<file path="config.mk">
export PLATFORM = sky130hd
export DESIGN_NAME = countdown_alarm_timer_controller_top
export DESIGN_NICKNAME = d
export VERILOG_FILES = /design/src/design/cdt_pkg.sv /design/src/design/cdt_cfg_regs.sv /design/src/design/cdt_engine.sv /design/src/design/countdown_alarm_timer_controller_top.sv
export SDC_FILE = /design/constraint.sdc
export NUM_CORES = 1
export LEC_CHECK = 0
export BUFFER_PORTS_ARGS = -buffer_cell sky130_fd_sc_hd__buf_2
export CAP_MARGIN = 40
export CORE_ASPECT_RATIO = 1.25
export CORE_MARGIN = 2
export CORE_UTILIZATION = 40
export CTS_CLUSTER_DIAMETER = 50
export CTS_CLUSTER_SIZE = 8
export DETAILED_ROUTE_END_ITERATION = 12
export HOLD_SLACK_MARGIN = 0.02
export MAX_ROUTING_LAYER = met4
export SLEW_MARGIN = 20
export SYNTH_ARGS = -nofsm -noshare
export SYNTH_HDL_FRONTEND = slang
export SYNTH_SLANG_ARGS = --single-unit
</file>
<file path="constraint.sdc">
create_clock -name clk -period 13.95 [get_ports clk]
set_input_delay 0.6975 -clock clk [delete_from_list [all_inputs] [get_ports clk]]
set_output_delay 0.6975 -clock clk [all_outputs]
set_load 0.02 [all_outputs]
</file>
<file path="src/design/cdt_pkg.sv">
`timescale 1ns / 1ps
// ----------------------------------------------------------------------------
// cdt_pkg: shared types and constants of the countdown alarm timer
// Holds the mode codes, register indexes, configuration and payload structs.
// ----------------------------------------------------------------------------
package cdt_pkg;

  // Widths of the configuration values
  localparam int DZ_W     = 12;
  localparam int PERIOD_W = 20;
  localparam int CFG_IDX_W = 3;

  // Operating modes, as shown on the mode output
  typedef enum logic [1:0] {
    MODE_IDLE      = 2'd0,
    MODE_PROGRAM   = 2'd1,
    MODE_COUNTDOWN = 2'd2,
    MODE_ALARM     = 2'd3
  } mode_t;

  // Field selection codes
  localparam logic [1:0] FIELD_HOURS   = 2'd0;
  localparam logic [1:0] FIELD_MINUTES = 2'd1;
  localparam logic [1:0] FIELD_SECONDS = 2'd2;

  // Configuration register indexes
  localparam logic [CFG_IDX_W-1:0] CFG_ZONE_LO      = 3'd0;
  localparam logic [CFG_IDX_W-1:0] CFG_ZONE_HI      = 3'd1;
  localparam logic [CFG_IDX_W-1:0] CFG_POLL_TICKS   = 3'd2;
  localparam logic [CFG_IDX_W-1:0] CFG_SECOND_TICKS = 3'd3;
  localparam logic [CFG_IDX_W-1:0] CFG_TONE_TICKS   = 3'd4;
  localparam logic [CFG_IDX_W-1:0] CFG_BLINK_TICKS  = 3'd5;

  // Reset values of the configuration registers
  localparam logic [DZ_W-1:0]     RST_ZONE_LO      = 12'd1000;
  localparam logic [DZ_W-1:0]     RST_ZONE_HI      = 12'd3500;
  localparam logic [PERIOD_W-1:0] RST_POLL_TICKS   = 20'd100000;
  localparam logic [PERIOD_W-1:0] RST_SECOND_TICKS = 20'd1000000;
  localparam logic [PERIOD_W-1:0] RST_TONE_TICKS   = 20'd125;
  localparam logic [PERIOD_W-1:0] RST_BLINK_TICKS  = 20'd250000;

  // Wrap limits of the time fields
  localparam logic [4:0] HOURS_MAX = 5'd23;
  localparam logic [5:0] MINSEC_MAX = 6'd59;

  typedef struct packed {
    logic [DZ_W-1:0]     zone_lo;
    logic [DZ_W-1:0]     zone_hi;
    logic [PERIOD_W-1:0] poll_ticks;
    logic [PERIOD_W-1:0] second_ticks;
    logic [PERIOD_W-1:0] tone_ticks;
    logic [PERIOD_W-1:0] blink_ticks;
  } cfg_t;

  typedef struct packed {
    logic        tick;
    logic [11:0] x_sample;
    logic [11:0] y_sample;
    logic        btn_a;
    logic        btn_b;
  } sample_t;

  typedef struct packed {
    logic [4:0] hours;
    logic [5:0] minutes;
    logic [5:0] seconds;
  } hms_t;

  typedef struct packed {
    mode_t      mode;
    hms_t       shown;
    logic [1:0] field_selected;
    logic       buzzer_out;
    logic       led_out;
  } result_t;

endpackage

</file>
<file path="src/design/cdt_cfg_regs.sv">
`timescale 1ns / 1ps
// ----------------------------------------------------------------------------
// cdt_cfg_regs: configuration register file
// Takes one register write per transfer; unknown indexes are dropped.
// ----------------------------------------------------------------------------
module cdt_cfg_regs (
  input  logic                           clk,
  input  logic                           rst,
  input  logic                           wr_en,
  input  logic [cdt_pkg::CFG_IDX_W-1:0]  wr_index,
  input  logic [cdt_pkg::PERIOD_W-1:0]   wr_data,
  output cdt_pkg::cfg_t                  cfg
);
  import cdt_pkg::*;

  // Hold the registers, load on a write transfer
  always_ff @(posedge clk) begin
    if (rst) begin
      cfg.zone_lo       <= RST_ZONE_LO;
      cfg.zone_hi       <= RST_ZONE_HI;
      cfg.poll_ticks    <= RST_POLL_TICKS;
      cfg.second_ticks  <= RST_SECOND_TICKS;
      cfg.tone_ticks    <= RST_TONE_TICKS;
      cfg.blink_ticks   <= RST_BLINK_TICKS;
    end else if (wr_en) begin
      case (wr_index)
        CFG_ZONE_LO:      cfg.zone_lo      <= wr_data[DZ_W-1:0];
        CFG_ZONE_HI:      cfg.zone_hi      <= wr_data[DZ_W-1:0];
        CFG_POLL_TICKS:   cfg.poll_ticks   <= wr_data;
        CFG_SECOND_TICKS: cfg.second_ticks <= wr_data;
        CFG_TONE_TICKS:   cfg.tone_ticks   <= wr_data;
        CFG_BLINK_TICKS:  cfg.blink_ticks  <= wr_data;
        default: ;
      endcase
    end
  end

endmodule

</file>
<file path="src/design/cdt_engine.sv">
`timescale 1ns / 1ps
// ----------------------------------------------------------------------------
// cdt_engine: timer state and single-pass update
// Applies one sample to the mode state, counters and time fields, and loads
// the result register with the state after the update.
// ----------------------------------------------------------------------------
module cdt_engine (
  input  logic             clk,
  input  logic             rst,
  input  logic             step,
  input  cdt_pkg::sample_t smp,
  input  cdt_pkg::cfg_t    cfg,
  output cdt_pkg::result_t res
);
  import cdt_pkg::*;

  // Move the field selection one place, wrapping modulo three
  function automatic logic [1:0] field_move(input logic [1:0] f, input logic back);
    logic [1:0] r;
    case (f)
      FIELD_HOURS:   r = back ? FIELD_SECONDS : FIELD_MINUTES;
      FIELD_MINUTES: r = back ? FIELD_HOURS   : FIELD_SECONDS;
      FIELD_SECONDS: r = back ? FIELD_MINUTES : FIELD_HOURS;
      default:       r = back ? FIELD_SECONDS : FIELD_MINUTES;
    endcase
    return r;
  endfunction

  // Step hours up or down modulo 24
  function automatic logic [4:0] hours_move(input logic [4:0] v, input logic down);
    logic [4:0] r;
    if (down) r = (v == 5'd0) ? HOURS_MAX : v - 5'd1;
    else      r = (v >= HOURS_MAX) ? 5'd0 : v + 5'd1;
    return r;
  endfunction

  // Step minutes or seconds up or down modulo 60
  function automatic logic [5:0] minsec_move(input logic [5:0] v, input logic down);
    logic [5:0] r;
    if (down) r = (v == 6'd0) ? MINSEC_MAX : v - 6'd1;
    else      r = (v >= MINSEC_MAX) ? 6'd0 : v + 6'd1;
    return r;
  endfunction

  // Take one second off a non-zero time, borrowing across the fields
  function automatic hms_t hms_dec(input hms_t t);
    hms_t r;
    r = t;
    if (t.seconds != 6'd0) begin
      r.seconds = t.seconds - 6'd1;
    end else begin
      r.seconds = MINSEC_MAX;
      if (t.minutes != 6'd0) begin
        r.minutes = t.minutes - 6'd1;
      end else begin
        r.minutes = MINSEC_MAX;
        r.hours   = t.hours - 5'd1;
      end
    end
    return r;
  endfunction

  mode_t               mode_reg, mode_reg_next;
  logic [1:0]          selected_field, selected_field_next;
  hms_t                set_time, set_time_next;
  hms_t                remaining, remaining_next;
  logic                x_latched, x_latched_next;
  logic                y_latched, y_latched_next;
  logic [PERIOD_W-1:0] poll_counter, poll_counter_next;
  logic [PERIOD_W-1:0] second_counter, second_counter_next;
  logic [PERIOD_W-1:0] tone_counter, tone_counter_next;
  logic [PERIOD_W-1:0] blink_counter, blink_counter_next;
  logic                buzzer_level, buzzer_level_next;
  logic                led_level, led_level_next;

  logic [PERIOD_W-1:0] poll_inc, second_inc, tone_inc, blink_inc;
  logic                poll_hit, second_hit, tone_hit, blink_hit;
  logic                x_low, x_push, y_low, y_push;
  hms_t                rem_dec;

  // Period counters: count on a tick, hit when the period is reached
  assign poll_inc   = poll_counter + 1'b1;
  assign second_inc = second_counter + 1'b1;
  assign tone_inc   = tone_counter + 1'b1;
  assign blink_inc  = blink_counter + 1'b1;
  assign poll_hit   = smp.tick && (poll_inc >= cfg.poll_ticks);
  assign second_hit = smp.tick && (second_inc >= cfg.second_ticks);
  assign tone_hit   = smp.tick && (tone_inc >= cfg.tone_ticks);
  assign blink_hit  = smp.tick && (blink_inc >= cfg.blink_ticks);

  // Joystick deadzone: below low wins over above high
  assign x_low  = smp.x_sample < cfg.zone_lo;
  assign x_push = x_low || (smp.x_sample > cfg.zone_hi);
  assign y_low  = smp.y_sample < cfg.zone_lo;
  assign y_push = y_low || (smp.y_sample > cfg.zone_hi);

  assign rem_dec = hms_dec(remaining);

  // Next state for one sample
  always_comb begin
    mode_reg_next       = mode_reg;
    selected_field_next = selected_field;
    set_time_next       = set_time;
    remaining_next      = remaining;
    x_latched_next      = x_latched;
    y_latched_next      = y_latched;
    poll_counter_next   = poll_counter;
    second_counter_next = second_counter;
    tone_counter_next   = tone_counter;
    blink_counter_next  = blink_counter;
    buzzer_level_next   = buzzer_level;
    led_level_next      = led_level;

    case (mode_reg)
      MODE_IDLE: begin
        if (smp.btn_a) begin
          mode_reg_next     = MODE_PROGRAM;
          set_time_next     = '0;
          poll_counter_next = '0;
        end
      end

      MODE_PROGRAM: begin
        if (smp.tick) begin
          poll_counter_next = poll_hit ? '0 : poll_inc;
        end
        if (poll_hit) begin
          // X axis moves the selection, one step per push
          if (!x_push) begin
            x_latched_next = 1'b0;
          end else if (!x_latched) begin
            x_latched_next      = 1'b1;
            selected_field_next = field_move(selected_field, x_low);
          end
          // Y axis steps the newly selected field
          if (!y_push) begin
            y_latched_next = 1'b0;
          end else if (!y_latched) begin
            y_latched_next = 1'b1;
            case (selected_field_next)
              FIELD_HOURS:   set_time_next.hours   = hours_move(set_time.hours, y_low);
              FIELD_MINUTES: set_time_next.minutes = minsec_move(set_time.minutes, y_low);
              FIELD_SECONDS: set_time_next.seconds = minsec_move(set_time.seconds, y_low);
              default: ;
            endcase
          end
          // Button A leaves, button B starts a non-zero countdown
          if (smp.btn_a) begin
            mode_reg_next     = MODE_IDLE;
            buzzer_level_next = 1'b0;
            led_level_next    = 1'b0;
          end else if (smp.btn_b && (set_time_next != '0)) begin
            mode_reg_next       = MODE_COUNTDOWN;
            remaining_next      = set_time_next;
            second_counter_next = '0;
          end
        end
      end

      MODE_COUNTDOWN: begin
        if (smp.tick) begin
          second_counter_next = second_hit ? '0 : second_inc;
        end
        if (second_hit) begin
          if (remaining != '0) begin
            remaining_next = rem_dec;
          end
          if ((remaining == '0) || (rem_dec == '0)) begin
            mode_reg_next      = MODE_ALARM;
            buzzer_level_next  = 1'b0;
            led_level_next     = 1'b0;
            tone_counter_next  = '0;
            blink_counter_next = '0;
          end
        end
        if (smp.btn_a) begin
          mode_reg_next     = MODE_IDLE;
          buzzer_level_next = 1'b0;
          led_level_next    = 1'b0;
        end
      end

      default: begin
        // Alarm: toggle buzzer and LED at their own periods
        if (smp.tick) begin
          tone_counter_next  = tone_hit ? '0 : tone_inc;
          blink_counter_next = blink_hit ? '0 : blink_inc;
        end
        if (tone_hit) begin
          buzzer_level_next = !buzzer_level;
        end
        if (blink_hit) begin
          led_level_next = !led_level;
        end
        if (smp.btn_a) begin
          mode_reg_next     = MODE_IDLE;
          buzzer_level_next = 1'b0;
          led_level_next    = 1'b0;
        end
      end
    endcase
  end

  // Hold timer state, advance on each sample
  always_ff @(posedge clk) begin
    if (rst) begin
      mode_reg       <= MODE_IDLE;
      selected_field <= FIELD_HOURS;
      set_time       <= '0;
      remaining      <= '0;
      x_latched      <= 1'b0;
      y_latched      <= 1'b0;
      poll_counter   <= '0;
      second_counter <= '0;
      tone_counter   <= '0;
      blink_counter  <= '0;
      buzzer_level   <= 1'b0;
      led_level      <= 1'b0;
    end else if (step) begin
      mode_reg       <= mode_reg_next;
      selected_field <= selected_field_next;
      set_time       <= set_time_next;
      remaining      <= remaining_next;
      x_latched      <= x_latched_next;
      y_latched      <= y_latched_next;
      poll_counter   <= poll_counter_next;
      second_counter <= second_counter_next;
      tone_counter   <= tone_counter_next;
      blink_counter  <= blink_counter_next;
      buzzer_level   <= buzzer_level_next;
      led_level      <= led_level_next;
    end
  end

  // Load the result register with the updated state
  always_ff @(posedge clk) begin
    if (step) begin
      res.mode           <= mode_reg_next;
      res.shown          <= ((mode_reg_next == MODE_COUNTDOWN) ||
                             (mode_reg_next == MODE_ALARM)) ? remaining_next : set_time_next;
      res.field_selected <= selected_field_next;
      res.buzzer_out     <= buzzer_level_next;
      res.led_out        <= led_level_next;
    end
  end

`ifndef ASSERT_OFF
  // A running countdown always has time left
  a_countdown_nonzero: assert property (@(posedge clk) disable iff (rst)
    (mode_reg == MODE_COUNTDOWN) |-> (remaining != '0))
    else $error("countdown running with zero time left");

  // The alarm is only reached with the time run out
  a_alarm_zero: assert property (@(posedge clk) disable iff (rst)
    (mode_reg == MODE_ALARM) |-> (remaining == '0))
    else $error("alarm with time left");

  // Buzzer and LED stay off outside the alarm
  a_levels_off: assert property (@(posedge clk) disable iff (rst)
    (mode_reg != MODE_ALARM) |-> (!buzzer_level && !led_level))
    else $error("buzzer or LED on outside alarm");

  // Idle only ever leads to program
  a_idle_exit: assert property (@(posedge clk) disable iff (rst)
    (step && (mode_reg == MODE_IDLE)) |=> ((mode_reg == MODE_IDLE) ||
                                           (mode_reg == MODE_PROGRAM)))
    else $error("idle left for a mode other than program");

  // The selection never holds the unused code
  a_field_range: assert property (@(posedge clk) disable iff (rst)
    selected_field != 2'd3)
    else $error("field selection out of range");
`endif

endmodule

</file>
<file path="src/design/countdown_alarm_timer_controller_top.sv">
`timescale 1ns / 1ps
// Path: a transferred sample waits in the input register until the result side is free,
//   then its result is loaded (two-stage path: input register, result register).
// Throughput: one sample per clock when not stalled; the update is a single pass of logic.
// Reset (rst, synchronous): idle mode, time and counters cleared, registers at
//   their default values; no clearing pass.
// ----------------------------------------------------------------------------
// countdown_alarm_timer_controller_top: countdown timer with alarm
// Input register and stall control around the timer engine and register file.
// ----------------------------------------------------------------------------
module countdown_alarm_timer_controller_top (
  input  logic                          clk,
  input  logic                          rst,
  // sample channel
  input  logic                          in_valid,
  output logic                          in_stall,
  input  logic                          tick,
  input  logic [11:0]                   x_sample,
  input  logic [11:0]                   y_sample,
  input  logic                          btn_a,
  input  logic                          btn_b,
  // result channel
  output logic                          out_valid,
  input  logic                          out_stall,
  output logic [1:0]                    mode,
  output logic [4:0]                    shown_hours,
  output logic [5:0]                    shown_minutes,
  output logic [5:0]                    shown_seconds,
  output logic [1:0]                    field_selected,
  output logic                          buzzer_out,
  output logic                          led_out,
  // configuration channel
  input  logic                          cfg_valid,
  output logic                          cfg_ready,
  input  logic [cdt_pkg::CFG_IDX_W-1:0] cfg_index,
  input  logic [cdt_pkg::PERIOD_W-1:0]  cfg_data
);
  import cdt_pkg::*;

  cfg_t    cfg;
  sample_t smp;
  result_t res;
  logic    smp_valid;
  logic    out_free;
  logic    step;
  logic    in_take;

  assign cfg_ready = 1'b1;

  // Stall control: the result register frees when empty or taken
  assign out_free = !out_valid || !out_stall;
  assign step     = smp_valid && out_free;
  assign in_stall = smp_valid && !out_free;
  assign in_take  = in_valid && !in_stall;

  // Input register
  always_ff @(posedge clk) begin
    if (rst) begin
      smp_valid <= 1'b0;
    end else if (in_take) begin
      smp_valid <= 1'b1;
    end else if (step) begin
      smp_valid <= 1'b0;
    end
  end

  always_ff @(posedge clk) begin
    if (in_take) begin
      smp.tick     <= tick;
      smp.x_sample <= x_sample;
      smp.y_sample <= y_sample;
      smp.btn_a    <= btn_a;
      smp.btn_b    <= btn_b;
    end
  end

  // Result valid: set on a step, drop once transferred
  always_ff @(posedge clk) begin
    if (rst) begin
      out_valid <= 1'b0;
    end else if (out_free) begin
      out_valid <= step;
    end
  end

  cdt_cfg_regs u_cfg_regs (
    .clk      (clk),
    .rst      (rst),
    .wr_en    (cfg_valid && cfg_ready),
    .wr_index (cfg_index),
    .wr_data  (cfg_data),
    .cfg      (cfg)
  );

  cdt_engine u_engine (
    .clk  (clk),
    .rst  (rst),
    .step (step),
    .smp  (smp),
    .cfg  (cfg),
    .res  (res)
  );

  assign mode           = res.mode;
  assign shown_hours    = res.shown.hours;
  assign shown_minutes  = res.shown.minutes;
  assign shown_seconds  = res.shown.seconds;
  assign field_selected = res.field_selected;
  assign buzzer_out     = res.buzzer_out;
  assign led_out        = res.led_out;

endmodule

</file>
-- After elaboration in Yosys (flattened, before gate mapping)
Index checks and enable logic that the tools add are counted.
- bits in registers: 278
- output and inout port bits: 26
- logic and storage cells: 215
- $add $sub $neg: 13
- order comparisons: 11
- equal/unequal tests: 21
- muxes and demuxes: 87
- bitwise gates (word level): 1
- reductions and logical operators: 46
- operators with widths (kind ; number):
    $mux W20 ; 14
    $mux W17 ; 12
    $pmux W20 S2 ; 4
    $add A20 B1 Y20 const B ; 4
    $ge A20 B20 Y1 ; 4
    $pmux W17 S2 ; 2
    $mux W6 ; 10
    $logic_not A17 Y1 ; 2
    $reduce_bool A17 Y1 ; 2
    $mux W2 ; 16
    $mux W5 ; 5
    $gt A12 B12 Y1 ; 2
    $lt A12 B12 Y1 ; 2
    $sub A6 B1 Y6 const B ; 4
    $mux W1 ; 19
    $add A6 B1 Y6 const B ; 2
    $ge A6 B6 Y1 const B ; 2
    $logic_not A6 Y1 ; 2
    $reduce_and A2 Y1 ; 6
    $reduce_bool A6 Y1 ; 2
    $mux W11 ; 1
    $eq A2 B2 Y1 const B ; 5
    $sub A5 B1 Y5 const B ; 2
    $logic_and A1 B1 Y1 ; 8
    other kinds (23) ; 47

-- Longest topological paths before layout
Gate-level depths: netlist of the first run.
- depth in word-level cells: 22
- depth in mapped cells: 25
- depth with buffers taken out: 22

-- Modules after synthesis
From an unflattened synthesis of the first run, not the netlist that was laid out.
- cells, all modules: 2070
- area, all modules: 17802.1 µm²
- modules (own cells, without submodules) (module ; instances ; cells each ; area an instance (µm²) ; sequential area each (µm²)):
    cdt_engine ; 1 ; 1645 ; 12803.5 ; 3133.0
    cdt_cfg_regs ; 1 ; 386 ; 4090.2 ; 2082.0
    countdown_alarm_timer_controller_top ; 1 ; 39 ; 908.4 ; 850.8

-- Least setup slack after synthesis of the first run
No wires, ideal clock.
- kind: reg2reg
- from: reg u_engine.poll_counter[5]
- to: reg, netlist name u_engine.res[12]
- arrival time: 4.786 ns
- required time: 13.683 ns
- slack: 8.897 ns
- cell stages (with the launch flop): 23
- cell sequence: dfxtp_1 and4_1 and2_1 and3_1 and3_1 and3_1 and3_1 and3_1 and3_1 and3_1 xor2_1 ha_1 nand3_1 or2_2 o31a_1 nand2b_1 or2_2 clkbuf_1 a21oi_1 nand2_1 buf_2 a222oi_1 a21oi_2
- word-level cells in the longest chain between the ends: 8
- elaborated cells between the ends (all ways): 13
- ends and longest elaborated chain (element ; RTL line ; RTL):
    start: declaration ; cdt_engine.sv:69 ; logic [PERIOD_W-1:0] poll_counter, poll_counter_next;
    start signal: assignment ; cdt_engine.sv:226 ; poll_counter <= poll_counter_next;
    $add A20 B1 Y20 (*) ; cdt_engine.sv:82 ; assign poll_inc = poll_counter + 1'b1;
    $ge A20 B20 Y1 (*) ; cdt_engine.sv:86 ; assign poll_hit = smp.tick && (poll_inc >= cfg.poll_ticks);
    $logic_and A1 B1 Y1 (*) ; cdt_engine.sv:86 ;
    $mux W2 ; cdt_engine.sv:127 ; if (poll_hit) begin
    $pmux W2 S3 ; cdt_engine.sv:114 ; case (mode_reg)
    $eq A2 B2 Y1 (on tied branches) ; cdt_engine.sv:239, cdt_engine.sv:240 ;
    $logic_or A1 B1 Y1 ; cdt_engine.sv:239 ; res.shown <= ((mode_reg_next == MODE_COUNTDOWN) ||
    $mux W17 (*) ; cdt_engine.sv:240 ; (mode_reg_next == MODE_ALARM)) ? remaining_next : set_time_next;
Every way passes the cells marked *; elsewhere a longest branch is shown, timed or not.
A chain may end at the register's enable or synchronous reset.

-- Worst setup path after layout of the first run
- from: reg u_engine.second_counter[0]
- to: reg u_engine.tone_counter[14]
- word-level cells in the longest chain between the ends: 5
- ends and longest elaborated chain (element ; RTL line ; RTL):
    start: declaration ; cdt_engine.sv:70 ; logic [PERIOD_W-1:0] second_counter, second_counter_next;
    start signal: assignment ; cdt_engine.sv:227 ; second_counter <= second_counter_next;
    $add A20 B1 Y20 ; cdt_engine.sv:83 ; assign second_inc = second_counter + 1'b1;
    $ge A20 B20 Y1 ; cdt_engine.sv:87 ; assign second_hit = smp.tick && (second_inc >= cfg.second_ticks);
    $logic_and A1 B1 Y1 ; cdt_engine.sv:87 ;
    $ne A2 B1 Y1 (no source line) ; -- ;
    $reduce_and A5 Y1 (no source line) ; -- ;
    end signal: assignment ; cdt_engine.sv:228 ; tone_counter <= tone_counter_next;
    end: declaration ; cdt_engine.sv:71 ; logic [PERIOD_W-1:0] tone_counter, tone_counter_next;
No other way between the ends.

==> impl_metrics.yaml, run 1 <==
synthesis:
  synth-edff-count: 50
  synthArstFlopShare_pct: 0
  synth_seq_area_share_pct: 34.7
  synth_area_per_cell_um2: 8.05
  syn_area_um2: 17500
  synth_top_cell_area_share_pct: 26.1
  synthTopCellsByArea: "dfxtp_1 (26%), ha_1 (11%), edfxtp_1 (8.6%)"
  synth_area_leader_cell: "dfxtp_1"
  synth_cells: 2172
  syn-num-nets: 2376
  synth_ff_type: "dfxtp_1"
  yosysWarnings: 0
  ys_ff_latch: 278
  synth_cell_type_count: 85
pwr:
  power_mw: 2.05
  leakagePower_nw: 7.97
  vdd_ir_drop_max_mv: 0.104
  power.density_nw_per_um2: 104
global_routing:
  first_global_vias: 15369
  grt.overflow.total: 0
  antenna_found_initial: 0
  track_usage_pct: 23.4
  grt_pass1_wl_um: 82300
  grt_max_degree: 105
cells_and_area:
  nNetsFinal: 2409
  top_regs: "u_cfg_regs.cfg: 104 flops, smp: 27 flops, u_engine.res: 23 flops"
  mostFrequentLayoutCell: "nand2_1"
  syn_to_final_growth_pct: 12.5
  final_cell_mix: "nand2_1 (298), dfxtp_1 (228), a21oi_1 (219)"
  diodes: 0
  largest_reg_flops: 104
  final_area_um2: 19700
  fin_util_pct: 45.7
  regMostFlops: "u_cfg_regs.cfg"
  drive_gt1_share_pct: 8.84
clock_network:
  clkLatencyLatePin_ns: 0.55
  cts_setup_buffers: 0
  ctsResizeCount: 0
  cts_tree: "yes"
  cts-root-buf: "clkbuf_16"
  cts_inserted_buffers: 44
  clockBufferDepth: 3
  path_clk_slew_ns: 0.05
  clock_sinks: 278
  htree_levels: 2
  cts.hold.buffers_added: 0
placed_design:
  placed_area_um2: 18300
  hpwl_um: 37000
  io_buffers: 79
  gp_congestion: 0.926
critical_path:
  path_common_cell: "nor3_1"
  crit_slowest_cell: "and2_1"
  required_ns: 14.42
  end_kind: "flip-flop"
  critPathMaxFanout: 27
  crit_type: "flip-flop to flip-flop"
  cp.arrival_ns: 6.27
  max_stage_delay_ns: 0.61
  worstSetupStartpointType: "flip-flop"
  crit_chain: "ha_1, and3_1, nand3_1, nor3_1, and3_1, nand3_1, nor3_1, nand3_1, nor3_1, xor2_1, ha_1, a21o_1, a21oi_1, o2bb2ai_1, nor2_1, nor3_1, o21ai_2, buf_4, and2_1, a22oi_1, o21ai_0"
floorplanning:
  ios: 81
  start_util_pct: 40.6
  core_um2: 43100
  dieWidth_um: 191
  fp-row-count: 85
  die-height_um: 238
  die-area_um2: 45400
detailed_routing:
  drtPass1Iterations: 7
  vias: 15980
  ant_nets: 0
  wl_per_cell_um: 18.7
  viasPerCell: 5.72
  drc_errors: 0
  routed_wirelength_um: 52100
  drt-initial-drc-count: 1144
outcome:
  outcome: "finished, final reports clean"
sta:
  fin_skew_ns: 0.0259
  fmax_mhz: 172
  worst_slew_pin_slew_ns: 0.835
  finalCritPeriodShare_pct: 41.6
  rsz0062_at_grt: "no"
  fin_setup_tns_ns: 0
  hold_violations: 0
  relSlewSlack_pct: 44.1
  finalMaxSlewViolations: 0
  setup-violations-final: 0
  min_period_ns: 5.80
  hold-worst-slack_ns: 0.323
job:
  max-cap-violations: 0
worst_hold_path:
  hold_class: "input pin to flip-flop"
## area by class of cell
class,instances,area [um^2]
Sequential cell,278,6070
Tap cell,565,707
Multi-Input combinational cell,1622,10400
Timing Repair Buffer,103,637
Clock buffer,62,1220
Fill cell,4334,23400
Clock inverter,7,73.8
Inverter,156,586
## power by group
part	switching (mW)	internal [mW]	total (mW)	leakage [nW]
sequential	0.0139	0.837	0.851	2.33
combinational	0.141	0.0680	0.209	5.01
clock	0.387	0.605	0.993	0.633
total	0.543	1.51	2.05	7.97
## path summary, 6_finish.rpt
path	cells past startpoint	from	endpoint	slack, ns
worst max register to register	21	u_engine.second_counter[0]	u_engine.tone_counter[14]	8.15
worst min register to register	2	u_cfg_regs.cfg[74]	u_cfg_regs.cfg[74]	0.45
worst min-delay path	1	y_sample[6]	smp[8]	0.32
worst max-delay path	21	u_engine.second_counter[0]	u_engine.tone_counter[14]	8.15
## per-stage QoR
| step | cells | worst slack [ns] |
|---|---|---|
| floorplan | 2172 | 8.90 |
| global placement | 2717 | 8.32 |
| detailed placement | 2722 | 8.23 |
| CTS | 2791 | 8.20 |
| global route | 2793 | 7.60 |
| finish | 2793 | 8.15 |
## routing by layer
metal  wire length [um]  up-vias  GRT usage [%]
li1                   -     7871              -
met1              22600     7562           28.4
met2              25200      430           39.6
met3               2390      117           2.73
met4               1860        0           8.64
met5                  0        -              -
## Yosys cell counts, drive strengths merged (6+ instances only)
| cell type | count |
|---|---|
| o21ai | 107 |
| nand3 | 72 |
| a31oi | 31 |
| mux2i | 15 |
| nand2b | 32 |
| dfxtp | 228 |
| a32oi | 12 |
| edfxtp | 50 |
| buf | 22 |
| a21oi | 221 |
| a21o | 34 |
| nor2 | 139 |
| nor3 | 26 |
| o31ai | 9 |
| o211ai | 54 |
| a211o | 6 |
| and2 | 12 |
| or3 | 18 |
| and3 | 48 |
| nand2 | 298 |
| clkbuf | 94 |
| a211oi | 18 |
| or4 | 8 |
| o41ai | 7 |
| or2 | 7 |
| nand4 | 29 |
| nand3b | 19 |
| nor4 | 19 |
| o32ai | 11 |
| xnor2 | 37 |
| a221oi | 16 |
| o21a | 12 |
| nor2b | 12 |
| xor2 | 41 |
| o22ai | 9 |
| a22oi | 21 |
| inv | 153 |
| o31a | 6 |
| ha | 149 |
## worst max-delay path, delay by kind of cell, from the launching register on
family                   cells  cell delay, ns
AND/OR/NAND/NOR             11            3.36
AO/OA/AOI/OAI                6            0.85
adder cells (fa/ha/maj)      2            0.56
flip-flops                   1            0.41
buffers and inverters        1            0.31
XOR/XNOR                     1            0.23
## kinds of logic (layout without fill, tap and decap cells)
kind of cell | count (synthesis) | count (layout) | synth area share, %
simple gates | 753 | 753 | 20.6
compound gates | 622 | 622 | 23.0
flops | 278 | 278 | 34.7
buf+inv | 272 | 328 | 6.07
fa+ha+maj | 149 | 149 | 10.7
xor+xnor | 78 | 78 | 3.91
mux | 19 | 19 | 1.12
other cells | 1 | 1 | 0.0214
Power figures use the tool's default switching activity.
==> inputs of run 2 (changes only) <==
==> constraint.sdc (replaced) <==
create_clock -name clk -period 5.2 [get_ports clk]
set_input_delay 0.26 -clock clk [delete_from_list [all_inputs] [get_ports clk]]
set_output_delay 0.26 -clock clk [all_outputs]
set_load 0.02 [all_outputs]
==> run 2 against run 1 <==
  * Register-to-register slack worse by 7.9 ns
  * Routed wire length up 1.2%
  * Critical path depth down 7
  * Non-clock buffer count up 90
  * Sequential share of layout area down 1.5 points
  * Design area up 5.0%
  * Clock-buffer cell count up 2
  * Global-route usage up 0.33 points
  * Final cell count up 3.3%
  * First-iteration DRC count down 3.7%
==> impl_metrics.yaml, run 2 (synthesis results as in run 1) <==
pwr:
  power.density_nw_per_um2: 274
  leakagePower_nw: 8.45
  vdd_ir_drop_max_mv: 0.274
global_routing:
  grt_pass1_wl_um: 83400
  grt.overflow.total: 0
  first_global_vias: 15584
  use_met1_pct: 28.9
  gr-usage-met3_pct: 3.14
  grtUsageMet2_pct: 39.3
  antenna_found_initial: 0
  grt.busiest_layer: "met2"
  track_usage_pct: 23.7
  grt_max_degree: 98
detailed_routing:
  drc_errors: 0
  drt-initial-drc-count: 1102
  drtPass1Iterations: 6
  viasPerCell: 5.70
  wl_per_cell_um: 18.3
  routed_wirelength_um: 52800
  ant_nets: 0
  vias: 16433
critical_path:
  endpoint: "u_engine.res[8]"
  path_common_cell: "a21o_1"
  crit_type: "flip-flop to flip-flop"
  crit_chain: "ha_1, a21o_1, a21o_1, a221o_1, nor3_4, nor3b_1, or3_1, o31a_1, or4_4, or4b_1, a41o_2, clkbuf_16, a221oi_2, a31oi_2"
  crit_family: "simple AND/OR/NAND/NOR gates"
  end_kind: "flip-flop"
  reg2reg_slack_ns: 0.22
  startpoint: "smp[23]"
  crit_buf_inv: 1
  crit-reg2reg-launch: "smp[23]"
  max_stage_delay_ns: 0.62
  critPathMaxFanout: 11
  r2r_cells: 14
  crit_slowest_cell: "or4b_1"
  required_ns: 5.50
  worstSetupStartpointType: "flip-flop"
  cp_num_cells: 14
  r2r_end: "u_engine.res[8]"
  cp.arrival_ns: 5.28
clock_network:
  clock_sinks: 278
  htree_levels: 2
  cts-root-buf: "clkbuf_16"
  cts_tree: "yes"
  cts_inserted_buffers: 45
  clockBufferDepth: 3
  path_clk_slew_ns: 0.05
  clkLatencyLatePin_ns: 0.56
cells_and_area:
  top_regs: "u_cfg_regs.cfg: 104 flops, smp: 27 flops, u_engine.res: 23 flops"
  drive_gt1_share_pct: 12.1
  largest_reg_flops: 104
  final_area_um2: 20700
  nNetsFinal: 2500
  syn_to_final_growth_pct: 18.1
  final_cell_mix: "nand2_1 (297), dfxtp_1 (225), a21oi_1 (218)"
  diodes: 0
  mostFrequentLayoutCell: "nand2_1"
  regMostFlops: "u_cfg_regs.cfg"
outcome:
  outcome: "finished, final reports clean"
sta:
  min_period_ns: 4.98
  finalCritPeriodShare_pct: 95.8
  setup-violations-final: 0
  hold_violations: 0
  rsz0062_at_grt: "no"
  relSlewSlack_pct: 38.8
  finalWorstSetupSlack_ns: 0.220
  fin_skew_ns: 0.0213
  fmax_mhz: 201
  finalMaxSlewViolations: 0
  worst_slew_pin_slew_ns: 0.918
floorplanning:
  fp-row-count: 85
  die-area_um2: 45400
  dieWidth_um: 191
  start_util_pct: 40.6
  ios: 81
  core_um2: 43100
  die-height_um: 238
job:
  max-cap-violations: 0
placed_design:
  place_ws_ns: -0.0344
  io_buffers: 79
  placed_area_um2: 18700
  hpwl_um: 37000
  gp_congestion: 0.939
worst_hold_path:
  hold_class: "input pin to flip-flop"
==> run 2: cell count changes in the layout (fill, tap and decap cells not counted), sizes merged <==
cell	change
bufinv	+1
clkbuf	+3
inv	-1
dlygate4sd3	+31
buf	+58
==> run 2: metal layers <==
metal	vias to the layer above	share of wire, %
met5	-	0
met4	0	3.7
met3	114	4.9
met2	448	49
met1	7808	42
li1	8063	-
==> run 2: tightest hold or removal path, stage by stage <==
cell and delay (ns):
buf_2 0.16, nand2_1 0.07, a21oi_1 0.05
==> run 2: power breakdown <==
group / total (mW) / internal (mW) / switching, mW / leakage (nW)
Clock: 2.77 / 1.74 / 1.03 / 0.663
Sequential: 2.28 / 2.25 / 0.0365 / 2.33
Combinational: 0.606 / 0.217 / 0.388 / 5.45
Total: 5.66 / 4.20 / 1.46 / 8.45
==> run 2: worst min-delay path by stage <==
stage | from | cells past startpoint | to
finish | cfg_data[17] | 3 | u_cfg_regs.cfg[37]
global route | cfg_data[17] | 3 | u_cfg_regs.cfg[37]
CTS | cfg_data[16] | 3 | u_cfg_regs.cfg[36]
detailed placement | x_sample[11] | 1 | smp[25]
global placement | x_sample[4] | 1 | smp[18]
floorplan | btn_b | 0 | smp[0]
==> run 2: area by class of cell <==
class | instances | area, um^2
multi-input cells | 1622 | 10500
fillers | 4211 | 22400
flip-flops and latches | 278 | 6070
inverters | 156 | 586
clock buffers | 64 | 1280
well taps | 565 | 707
clock inverters | 7 | 75.1
repair buffers | 193 | 1440
==> run 2: metrics by stage <==
| stage | instances | utilization (%) | hold WS, ns | TNS [ns] | total power, mW |
|---|---|---|---|---|---|
| after global routing | 2885 | 48.0 | 0.0348 | 0 | 5.87 |
| after CTS | 2875 | 47.4 | 0.0210 | 0 | 5.70 |
| final | 2885 | 48.0 | 0.0383 | 0 | 5.66 |
| after detailed placement | 2772 | 43.5 | 0.438 | -0.0545 | 2.89 |
| after floorplan | 2172 | - | 0.359 | 0 | 2.68 |
| after global placement | 2771 | 43.4 | 0.437 | 0 | 2.88 |
==> run 2: what timing repair did <==
action,CTS,global route
hold buffers,31,0
gates resized for setup,3,33
pin swaps,1,5
endpoints found under the hold margin,35,0
gates cloned,0,1
setup buffers,1,6
setup endpoints to repair,5,100
